File: config.mk
export PLATFORM = sky130hd
export DESIGN_NAME = trimmed_mean_window
export DESIGN_NICKNAME = d
export VERILOG_FILES = /design/src/rtl/tmw_pkg.sv /design/src/rtl/tmw_divider.sv /design/src/rtl/trimmed_mean_window.sv
export SDC_FILE = /design/constraint.sdc
export NUM_CORES = 2
export LEC_CHECK = 0
export BUFFER_PORTS_ARGS = -buffer_cell sky130_fd_sc_hd__buf_4
export CORE_MARGIN = 10
export CORE_UTILIZATION = 35
export DETAILED_ROUTE_END_ITERATION = 10
export GPL_TIMING_DRIVEN = 1
export SYNTH_ARGS = -nofsm -noshare
export SYNTH_HDL_FRONTEND = slang
export SYNTH_HIERARCHICAL = 1
export SYNTH_SLANG_ARGS = --single-unit
export TNS_END_PERCENT = 1
File: constraint.sdc
create_clock -name clk -period 5.45 [get_ports clk]
set_input_delay 0.8175 -clock clk [delete_from_list [all_inputs] [get_ports clk]]
set_output_delay 0.8175 -clock clk [all_outputs]
set_load 0.02 [all_outputs]
File: src/rtl/tmw_pkg.sv
`timescale 1ns / 1ps

package tmw_pkg;

    localparam int MAX_WINDOW  = 64;
    localparam int SAMPLE_BITS = 16;

    localparam int ADDR_W  = $clog2(MAX_WINDOW);
    localparam int COUNT_W = $clog2(MAX_WINDOW + 1);
    localparam int SUM_W   = SAMPLE_BITS + ADDR_W;
    localparam int QUOT_W  = SUM_W + 1;
    localparam int STEP_W  = $clog2(SUM_W + 1);

    localparam int WINDOW_W = 7;
    localparam int SKIP_W   = 6;
    localparam int KEEP_W   = 7;
    localparam int OFFSET_W = 16;

    localparam int CFG_INDEX_W = 2;
    localparam int CFG_DATA_W  = 16;

    localparam logic [CFG_INDEX_W-1:0] CFG_WINDOW_LENGTH = 2'd0;
    localparam logic [CFG_INDEX_W-1:0] CFG_SKIP_LOW      = 2'd1;
    localparam logic [CFG_INDEX_W-1:0] CFG_KEEP_COUNT    = 2'd2;
    localparam logic [CFG_INDEX_W-1:0] CFG_RESULT_OFFSET = 2'd3;

    localparam logic [WINDOW_W-1:0] WINDOW_RESET = 7'd20;
    localparam logic [SKIP_W-1:0]   SKIP_RESET   = 6'd4;
    localparam logic [KEEP_W-1:0]   KEEP_RESET   = 7'd12;
    localparam logic [OFFSET_W-1:0] OFFSET_RESET = 16'd0;

    localparam logic [WINDOW_W-1:0] WINDOW_MIN = 7'd2;

endpackage

File: src/rtl/tmw_divider.sv
`timescale 1ns / 1ps

module tmw_divider (
    input  logic                              clk,
    input  logic                              rst_n,
    input  logic                              start,
    input  logic signed [tmw_pkg::SUM_W-1:0]  dividend,
    input  logic        [tmw_pkg::KEEP_W-1:0] divisor,
    output logic                              done,
    output logic signed [tmw_pkg::QUOT_W-1:0] quotient
);

    import tmw_pkg::*;

    logic                     busy_reg;
    logic                     done_reg;
    logic                     neg_reg;
    logic [KEEP_W-1:0]        rem_reg;
    logic [SUM_W-1:0]         mag_reg;
    logic [STEP_W-1:0]        step_reg;
    logic signed [QUOT_W-1:0] quot_reg;

    logic [KEEP_W:0]   trial;
    logic [KEEP_W:0]   diff;
    logic              fits;
    logic [KEEP_W-1:0] rem_next;
    logic [SUM_W-1:0]  mag_next;
    logic [QUOT_W-1:0] mag_wide;

    assign trial    = {rem_reg, mag_reg[SUM_W-1]};
    assign diff     = trial - {1'b0, divisor};
    assign fits     = trial >= {1'b0, divisor};
    assign rem_next = fits ? diff[KEEP_W-1:0] : trial[KEEP_W-1:0];
    assign mag_next = {mag_reg[SUM_W-2:0], fits};
    assign mag_wide = {1'b0, mag_next};

    always_ff @(posedge clk or negedge rst_n)
    begin
        if (!rst_n)
        begin
            busy_reg <= 1'b0;
            done_reg <= 1'b0;
            neg_reg  <= 1'b0;
            rem_reg  <= '0;
            mag_reg  <= '0;
            step_reg <= '0;
            quot_reg <= '0;
        end
        else
        begin
            done_reg <= !start && busy_reg && (step_reg == STEP_W'(1));
            if (start)
            begin
                busy_reg <= 1'b1;
                neg_reg  <= dividend[SUM_W-1];
                mag_reg  <= dividend[SUM_W-1] ? (~dividend + 1'b1) : dividend;
                rem_reg  <= '0;
                step_reg <= STEP_W'(SUM_W);
            end
            else if (busy_reg)
            begin
                rem_reg  <= rem_next;
                mag_reg  <= mag_next;
                step_reg <= step_reg - 1'b1;
                if (step_reg == STEP_W'(1))
                begin
                    busy_reg <= 1'b0;
                    quot_reg <= neg_reg ? $signed(~mag_wide + 1'b1) : $signed(mag_wide);
                end
            end
        end
    end

    assign done     = done_reg;
    assign quotient = quot_reg;

endmodule

File: src/rtl/trimmed_mean_window.sv
`timescale 1ns / 1ps

// Trimmed mean over a window of signed Q8.8 samples. Each accepted sample is
// placed in order in a 64-entry store with one write and one read port by
// walking down from the top entry one compare-and-shift a cycle; a sample
// that opens a window is written straight in, and otherwise the walk moves
// from no entry up to 63 entries before in_ready returns. The sample that
// closes the window then sums the kept entries over the same read port,
// starts the restoring divider, which takes one quotient bit a cycle, and
// saturates and registers the result. The result waits in an output
// register, so a stalled consumer holds up nothing until the next window
// closes. Configuration is taken at once on cfg_write and should change
// only while the block is idle.

module trimmed_mean_window (
    input  logic                                 clk,
    input  logic                                 rst_n,
    input  logic                                 cfg_write,
    input  logic [tmw_pkg::CFG_INDEX_W-1:0]      cfg_index,
    input  logic [tmw_pkg::CFG_DATA_W-1:0]       cfg_data,
    input  logic                                 in_valid,
    output logic                                 in_ready,
    input  logic signed [tmw_pkg::SAMPLE_BITS-1:0] sample,
    output logic                                 out_valid,
    input  logic                                 out_ready,
    output logic signed [tmw_pkg::SAMPLE_BITS-1:0] trimmed_mean
);

    import tmw_pkg::*;

    localparam int RES_W = QUOT_W + 1;
    localparam logic signed [RES_W-1:0] RES_MAX = RES_W'((1 << (SAMPLE_BITS - 1)) - 1);
    localparam logic signed [RES_W-1:0] RES_MIN = -RES_MAX - RES_W'(1);

    typedef enum logic [2:0] {
        S_IDLE,
        S_INS_CMP,
        S_INS_LAST,
        S_CHECK,
        S_SUM,
        S_DIV_START,
        S_DIV_WAIT,
        S_DONE
    } state_t;

    logic [SAMPLE_BITS-1:0] store_mem [MAX_WINDOW];

    state_t                  state_reg,  state_next;
    logic [WINDOW_W-1:0]     window_reg;
    logic [SKIP_W-1:0]       skip_reg;
    logic [KEEP_W-1:0]       keep_reg;
    logic [OFFSET_W-1:0]     offset_reg;
    logic [COUNT_W-1:0]      fill_reg,   fill_next;
    logic [ADDR_W-1:0]       pos_reg,    pos_next;
    logic [SAMPLE_BITS-1:0]  value_reg,  value_next;
    logic [COUNT_W-1:0]      idx_reg,    idx_next;
    logic [COUNT_W-1:0]      end_reg,    end_next;
    logic                    acc_vld_reg, acc_vld_next;
    logic signed [SUM_W-1:0] sum_reg,    sum_next;
    logic [SAMPLE_BITS-1:0]  mean_reg,   mean_next;
    logic                    out_valid_reg, out_valid_next;
    logic [SAMPLE_BITS-1:0]  out_data_reg,  out_data_next;
    logic [SAMPLE_BITS-1:0]  rdata_reg;

    logic                     mem_we;
    logic [ADDR_W-1:0]        mem_waddr;
    logic [SAMPLE_BITS-1:0]   mem_wdata;
    logic [ADDR_W-1:0]        rd_addr;
    logic                     div_start;
    logic                     div_done;
    logic signed [QUOT_W-1:0] div_quot;

    logic [KEEP_W-1:0]      keep_eff;
    logic [COUNT_W-1:0]     window_eff;
    logic [COUNT_W-1:0]     count;
    logic [KEEP_W:0]        span_end;
    logic signed [RES_W-1:0] res;

    assign keep_eff = (keep_reg == '0) ? KEEP_W'(1) : keep_reg;

    always_comb
    begin
        if (window_reg < WINDOW_MIN)
            window_eff = COUNT_W'(WINDOW_MIN);
        else if (32'(window_reg) > MAX_WINDOW)
            window_eff = COUNT_W'(MAX_WINDOW);
        else
            window_eff = COUNT_W'(window_reg);
    end

    assign count    = fill_reg + 1'b1;
    assign span_end = (KEEP_W + 1)'(skip_reg) + (KEEP_W + 1)'(keep_eff);
    assign res      = RES_W'(div_quot) + RES_W'($signed(offset_reg));

    assign in_ready     = (state_reg == S_IDLE);
    assign out_valid    = out_valid_reg;
    assign trimmed_mean = out_data_reg;

    always_comb
    begin
        state_next     = state_reg;
        fill_next      = fill_reg;
        pos_next       = pos_reg;
        value_next     = value_reg;
        idx_next       = idx_reg;
        end_next       = end_reg;
        acc_vld_next   = acc_vld_reg;
        sum_next       = sum_reg;
        mean_next      = mean_reg;
        out_valid_next = out_valid_reg;
        out_data_next  = out_data_reg;
        mem_we         = 1'b0;
        mem_waddr      = pos_reg;
        mem_wdata      = value_reg;
        rd_addr        = '0;
        div_start      = 1'b0;

        if (out_valid_reg && out_ready)
            out_valid_next = 1'b0;

        unique case (state_reg)
            S_IDLE:
            begin
                if (in_valid)
                begin
                    value_next = sample;
                    pos_next   = fill_reg[ADDR_W-1:0];
                    if (fill_reg == '0)
                    begin
                        mem_we     = 1'b1;
                        mem_waddr  = '0;
                        mem_wdata  = sample;
                        state_next = S_CHECK;
                    end
                    else
                    begin
                        rd_addr    = fill_reg[ADDR_W-1:0] - 1'b1;
                        state_next = S_INS_CMP;
                    end
                end
            end
            S_INS_CMP:
            begin
                mem_we = 1'b1;
                if ($signed(rdata_reg) > $signed(value_reg))
                begin
                    // shift the larger entry up one place
                    mem_wdata = rdata_reg;
                    pos_next  = pos_reg - 1'b1;
                    if (pos_reg == ADDR_W'(1))
                        state_next = S_INS_LAST;
                    else
                        rd_addr = pos_reg - ADDR_W'(2);
                end
                else
                begin
                    state_next = S_CHECK;
                end
            end
            S_INS_LAST:
            begin
                mem_we     = 1'b1;
                state_next = S_CHECK;
            end
            S_CHECK:
            begin
                if (count >= window_eff)
                begin
                    fill_next    = '0;
                    idx_next     = COUNT_W'(skip_reg);
                    end_next     = (span_end < (KEEP_W + 1)'(count)) ? COUNT_W'(span_end) : count;
                    acc_vld_next = 1'b0;
                    sum_next     = '0;
                    state_next   = S_SUM;
                end
                else
                begin
                    fill_next  = count;
                    state_next = S_IDLE;
                end
            end
            S_SUM:
            begin
                if (acc_vld_reg)
                    sum_next = sum_reg + SUM_W'($signed(rdata_reg));
                if (idx_reg < end_reg)
                begin
                    rd_addr      = idx_reg[ADDR_W-1:0];
                    idx_next     = idx_reg + 1'b1;
                    acc_vld_next = 1'b1;
                end
                else
                begin
                    acc_vld_next = 1'b0;
                    if (!acc_vld_reg)
                        state_next = S_DIV_START;
                end
            end
            S_DIV_START:
            begin
                div_start  = 1'b1;
                state_next = S_DIV_WAIT;
            end
            S_DIV_WAIT:
            begin
                if (div_done)
                begin
                    if (res > RES_MAX)
                        mean_next = RES_MAX[SAMPLE_BITS-1:0];
                    else if (res < RES_MIN)
                        mean_next = RES_MIN[SAMPLE_BITS-1:0];
                    else
                        mean_next = res[SAMPLE_BITS-1:0];
                    state_next = S_DONE;
                end
            end
            S_DONE:
            begin
                if (!out_valid_reg || out_ready)
                begin
                    out_valid_next = 1'b1;
                    out_data_next  = mean_reg;
                    state_next     = S_IDLE;
                end
            end
            default:
            begin
                state_next = S_IDLE;
            end
        endcase
    end

    always_ff @(posedge clk)
    begin
        if (mem_we)
            store_mem[mem_waddr] <= mem_wdata;
        rdata_reg <= store_mem[rd_addr];
    end

    always_ff @(posedge clk or negedge rst_n)
    begin
        if (!rst_n)
        begin
            state_reg     <= S_IDLE;
            window_reg    <= WINDOW_RESET;
            skip_reg      <= SKIP_RESET;
            keep_reg      <= KEEP_RESET;
            offset_reg    <= OFFSET_RESET;
            fill_reg      <= '0;
            pos_reg       <= '0;
            value_reg     <= '0;
            idx_reg       <= '0;
            end_reg       <= '0;
            acc_vld_reg   <= 1'b0;
            sum_reg       <= '0;
            mean_reg      <= '0;
            out_valid_reg <= 1'b0;
            out_data_reg  <= '0;
        end
        else
        begin
            state_reg     <= state_next;
            fill_reg      <= fill_next;
            pos_reg       <= pos_next;
            value_reg     <= value_next;
            idx_reg       <= idx_next;
            end_reg       <= end_next;
            acc_vld_reg   <= acc_vld_next;
            sum_reg       <= sum_next;
            mean_reg      <= mean_next;
            out_valid_reg <= out_valid_next;
            out_data_reg  <= out_data_next;
            if (cfg_write)
            begin
                unique case (cfg_index)
                    CFG_WINDOW_LENGTH: window_reg <= cfg_data[WINDOW_W-1:0];
                    CFG_SKIP_LOW:      skip_reg   <= cfg_data[SKIP_W-1:0];
                    CFG_KEEP_COUNT:    keep_reg   <= cfg_data[KEEP_W-1:0];
                    CFG_RESULT_OFFSET: offset_reg <= cfg_data[OFFSET_W-1:0];
                    default:           window_reg <= window_reg;
                endcase
            end
        end
    end

    tmw_divider u_divider (
        .clk      (clk),
        .rst_n    (rst_n),
        .start    (div_start),
        .dividend (sum_reg),
        .divisor  (keep_eff),
        .done     (div_done),
        .quotient (div_quot)
    );

endmodule

Word-level counts from Yosys, hierarchy flattened
Memory sizes are Yosys's and may differ from the RTL's. A register that Yosys moved wholly into a read port is not among the register bits.
Index checks and enable logic that the tools add are counted.
{"block": "op_classes", "mux": 63, "bitwise": 3, "mul": 0, "add_sub_neg": 12, "order_cmp": 9, "eq_ne": 22, "shifts": 0, "div_mod_pow": 0, "n_reduce_logical": 28}
{"cell": "$mux W22", "n": 5}
{"cell": "$mux W16", "n": 5}
{"cell": "$mux W7", "n": 10}
{"cell": "$mux W6", "n": 10}
{"cell": "$pmux W22 S2", "n": 1}
{"cell": "$pmux W16 S2", "n": 1}
{"cell": "$add A23 B16 Y24", "n": 1}
{"cell": "$gt A24 B16 Y1 const B", "n": 1}
{"cell": "$lt A24 B16 Y1 const B", "n": 1}
{"cell": "$mux W3", "n": 8}
{"cell": "$pmux W3 S8", "n": 1}
{"cell": "$add A23 B1 Y23 const B", "n": 1}
{"cell": "$mux W23", "n": 1}
{"cell": "$not A22 Y23", "n": 1}
{"cell": "$add A22 B1 Y22 const B", "n": 1}
{"cell": "$add A22 B16 Y22", "n": 1}
{"cell": "$not A22 Y22", "n": 1}
{"cell": "$pmux W6 S3", "n": 1}
{"cell": "$reduce_and A2 Y1", "n": 9}
{"cell": "$gt A16 B16 Y1", "n": 1}
{"cell": "$ne A2 B2 Y1 const B", "n": 8}
{"cell": "$add A7 B1 Y7 const B", "n": 2}
{"cell": "$logic_not A7 Y1", "n": 2}
{"cell": "$pmux W7 S2", "n": 1}
{"cell": "35 further kinds", "n": 63}
{"block": "totals", "memories": 1, "wordCells": 160, "romBits": 0, "latchBits": 0, "ramBits": 1024, "output_inout_bits": 18, "ff_bits": 198}
{"name": "store_mem", "depth": 64, "width": 16, "rd": 1, "rd_ports_with_merged_regs": 1, "write_ports": 1, "line": "trimmed_mean_window.sv:46", "source": "logic [SAMPLE_BITS-1:0] store_mem [MAX_WINDOW];"}

Longest topological paths before layout
{"block": "logic_depth", "depth_word": 6, "depth_mapped": 18, "ltp_nobuf": 17}

Hierarchy
Netlist, hierarchy kept.
{"module": "trimmed_mean_window", "cells_per_inst": 3713, "instances": 1, "seq_area_each_um2": 34529.4, "area_per_inst_um2": 50065.5}
{"module": "tmw_divider", "cells_per_inst": 413, "instances": 1, "seq_area_each_um2": 1501.4, "area_per_inst_um2": 3778.6}

Worst setup path after synthesis
No wires, ideal clock.
{"block": "synth_path", "kind": "reg-to-reg", "from": "reg rdata_reg[15], read port of store_mem", "to": "mem store_mem[0][0] (data pin)", "t_arrival_ns": 4.794, "path_slack_ns": -0.085, "t_required_ns": 4.709, "stages_incl_launch_ff": 10, "period_less_slack_ns": 5.535, "cell_sequence": "dfxtp_1 -> ha_1 -> and4_1 -> nand2_1 -> or3_1 -> and2_1 -> nand2_1 -> clkbuf_1 -> a21oi_1 -> a221oi_1"}
{"block": "synth_between", "elab_chain_cells": 3}
{"item": "start, declared", "line": "trimmed_mean_window.sv:63", "source": "logic [SAMPLE_BITS-1:0] rdata_reg;"}
{"item": "$gt A16 B16 Y1", "line": "trimmed_mean_window.sv:145", "source": "if ($signed(rdata_reg) > $signed(value_reg))"}
{"item": "$mux W16", "line": "trimmed_mean_window.sv:145"}
{"item": "$pmux W16 S2", "line": "trimmed_mean_window.sv:121", "source": "unique case (state_reg)"}
{"item": "named net mem_wdata[0]", "line": "trimmed_mean_window.sv:67", "source": "logic [SAMPLE_BITS-1:0] mem_wdata;"}
{"item": "end, declared", "line": "trimmed_mean_window.sv:46"}
The timed path passes the listed nets, and every way through them passes these cells.

Worst setup path in the final report
{"block": "layout_path", "from": "reg state_reg[1]", "to": "reg rdata_reg[5], read port of store_mem"}
{"block": "layout_between", "elab_chain_cells": 2, "word_cells_on_any_way": 4, "cone_classes": "eq/ne: 2; mux: 1; reduce/logical: 1"}
{"item": "start, declared", "line": "trimmed_mean_window.sv:48", "source": "state_t state_reg, state_next;"}
{"item": "start signal, assigned", "line": "trimmed_mean_window.sv:262", "source": "state_reg <= state_next;"}
{"item": "$eq A3 B3 Y1 (tied with other cells)", "line": "trimmed_mean_window.sv:121"}
{"item": "$pmux W6 S3 (*)", "line": "trimmed_mean_window.sv:121"}
Mark *: on every way between the ends. The rest lies on a longest branch, timed or not.
A chain may end at the register's enable or synchronous reset.

==> flow_summary.toml <==
[run_status]
status = "complete, no violations"

[pwr]
power_frac_comb_pct = 39.7
swShare_pct = 39.7
cellPowerDensity_nw_per_um2 = 603
power.internal_w = 0.0222
p_seq_share_pct = 38.5
clkPwrFrac_pct = 21.8
switching_power_w = 0.0146
ir_worst_vdd_mv = 0.333
p_leak_nw = 21.4

[critical_path]
cp-start-kind = "flop"
crit_path_max_incr_delay_ns = 0.73
r2r_slack_ns = 0.48
worst_r2r_endpoint = "rdata_reg[5]"
critPathArrivalTime_ns = 5.57
worst_setup_path_end_kind = "flop"
reg2reg_from = "state_reg[1]"
slowest_stage = "o21ai_4"
criticalPathCategory = "reg -> reg"
crit_chain = "nor2_1, nand2_2, nor3_1, nand3_1, o21ai_4, buf_4, buf_4, mux2i_1, nor2_1, o21ai_0, a31oi_1, or4_1"
reg2regPathDepth = 12
cp.required_ns = 6.05
critPathMaxFanout = 23

[synthesis]
synth_seq_area_share_pct = 66.9
ys.flop_type = "edfxtp_1"
ys_top_cells_by_count = "1024 x edfxtp_1, 588 x nand2_1, 366 x a21oi_1"
synth_edf_count = 1024
yosysTopAreaCell = "edfxtp_1"
synth-warning-count = 6
synthCells = 4126
synth-seq-cells = 1238
async_flop_share_pct = 16.0
syn_nets = 4273
netlist_area_um2 = 53800
avgSynthCellArea_um2 = 13.0
ys_top_cells_by_area = "edfxtp_1 57%, dfrtp_1 9.0%, nand2_1 4.1%"
netlist-cell-type-count = 92
synth.top_cell.area_share_pct = 57.1
post-synth-top-count-cell = "edfxtp_1"

[job]
maxCapViolCount = 0

[floorplanning]
fp.dieW_um = 412
std_cell_rows = 143
start_util_pct = 35.3
die-area_um2 = 170000
core-area_um2 = 152000
dieHeight_um = 412
ios = 57

[detailed_routing]
first_pass_iters = 6
routedWlPerCell_um = 23.5
initialDrtViolationCount = 3923
drc = 0
vias = 34900
vias_per_cell = 5.51
ant_nets = 0
wl_mm = 149

[finish]
seq_area_um2 = 36000
final_cells = 6339
area_growth_pct = 13.4
largest_reg_flops = 1024
largest-register = "store_mem"
fin_nets = 4354
fill_cells = 14200
multi_input_comb_area_um2 = 16700
drive_gt1_share_pct = 11.9

[timing]
finalMaxSlewViolations = 0
max_freq_ghz = 0.201
setup_viol = 0
min_period_ns = 4.97
period_share_pct = 91.2
final.setup.tns_ns = 0
rsz0062_at_grt = "false"
worstMarginPinSlew_ns = 1.08
slew_headroom_pct = 28.1
fin_ws_ns = 0.477
hold_viol = 0
hold_slack_ns = 0.182
fin_worst_skew_ns = 0.0749

[global_routing]
grt_pass1_wl_mm = 221
overflow = 0
grt_pass1_vias = 33100
grt_use_total_pct = 17.0
antenna_found_initial = 3
grt_max_degree = 152

[placed_design]
hpwl_mm = 94.5
dp_worst_setup_slack_ns = 0.589
numPortBuffers = 56
place_congestion = 0.895
dp.cells = 6114

[cts]
numCtsBuffers = 121
cts_tree = "done"
cts_max_level = 3
cts_setup_buffers = 0
clk_latency_ns = 0.79
post_cts_resized = 0
hold_buffers = 0
cts_root_buf = "clkbuf_16"
clkTransAtPathRegs_ns = 0.06
clock_path_buffers = 3
clock-sinks = 1238

[min_path]
min_path_type = "in -> async"
==> worst max-delay path: cells and delay by family (launching register included) <==
kind            cells  cell delay, ns
mux                 1            0.23
simple gates        6            1.83
flops               1            0.57
buf+inv             2            0.74
compound gates      3            1.41
==> per-layer routing <==
metal	share of wire (%)	global-route usage, %	wire length (um)
met5	0.012	0	18
met4	3.3	5.71	4930
met3	7.9	3.54	11800
met2	45	26.0	66900
met1	44	23.9	65500
==> cell families after synthesis <==
family	after synthesis	share of synthesized area, %
mux	248	4.78
flops	1238	66.9
xor+xnor	100	1.63
compound gates	1082	13.2
simple gates	1033	8.54
fa+ha+maj	108	2.57
buf+inv	317	2.38
==> area by class of cell <==
type / count / share of cell area, %
clock buffers: 155 / 5.20
inverters: 70 / 0.430
clock inverters: 68 / 0.957
repair buffers: 205 / 2.92
well taps: 2030 / 4.16
multi-input cells: 2571 / 27.3
diodes: 2 / 0.00820
flip-flops and latches: 1238 / 59.0
==> cell usage in the layout (no fill, tap or decap), types with 28 or more instances in the layout <==
cell type,count
a21o_1,28
a21oi_1,364
a221o_1,30
a221oi_1,45
a22oi_1,93
a31oi_1,52
a32oi_1,74
buf_4,185
clkbuf_1,32
clkbuf_16,121
clkinv_1,30
dfrtp_1,191
edfxtp_1,1024
ha_1,104
inv_1,69
mux2_2,66
mux2i_1,180
nand2_1,588
nand2b_1,33
nand3_1,35
nor2_1,170
nor3_1,39
o21ai_0,163
o22ai_1,39
o2bb2ai_1,46
xnor2_1,57
xor2_1,43
==> stage by stage <==
stage / power [W] / util, % / instance area [um2]
2_1_floorplan: 0.0230 / - / 53900
3_3_place_gp: 0.0287 / 37.6 / 57300
3_5_place_dp: 0.0289 / 37.6 / 57300
4_1_cts: 0.0369 / 40.1 / 61100
5_1_grt: 0.0386 / 40.1 / 61100
6_report: 0.0368 / 40.1 / 61100
==> power groups by stage <==
stage | sequential [W] | clock (W) | combinational [W]
after global placement | 0.0143 | 0 | 0.0144
after floorplan | 0.0141 | 0 | 0.00889
after global routing | 0.0143 | 0.00853 | 0.0158
after CTS | 0.0141 | 0.00816 | 0.0146
after detailed placement | 0.0143 | 0 | 0.0145
final | 0.0142 | 0.00802 | 0.0146
==> how the worst max path moves through the flow <==
stage / startpoint / end
finish: state_reg[1] / rdata_reg[5]
global route: state_reg[1] / rdata_reg[5]
CTS: rdata_reg[15] / rdata_reg[5]
detailed placement: rdata_reg[15] / rdata_reg[5]
global placement: rdata_reg[15] / rdata_reg[5]
floorplan: rdata_reg[15] / store_mem[0][15]
No activity file was read; power rests on OpenSTA's default activity.
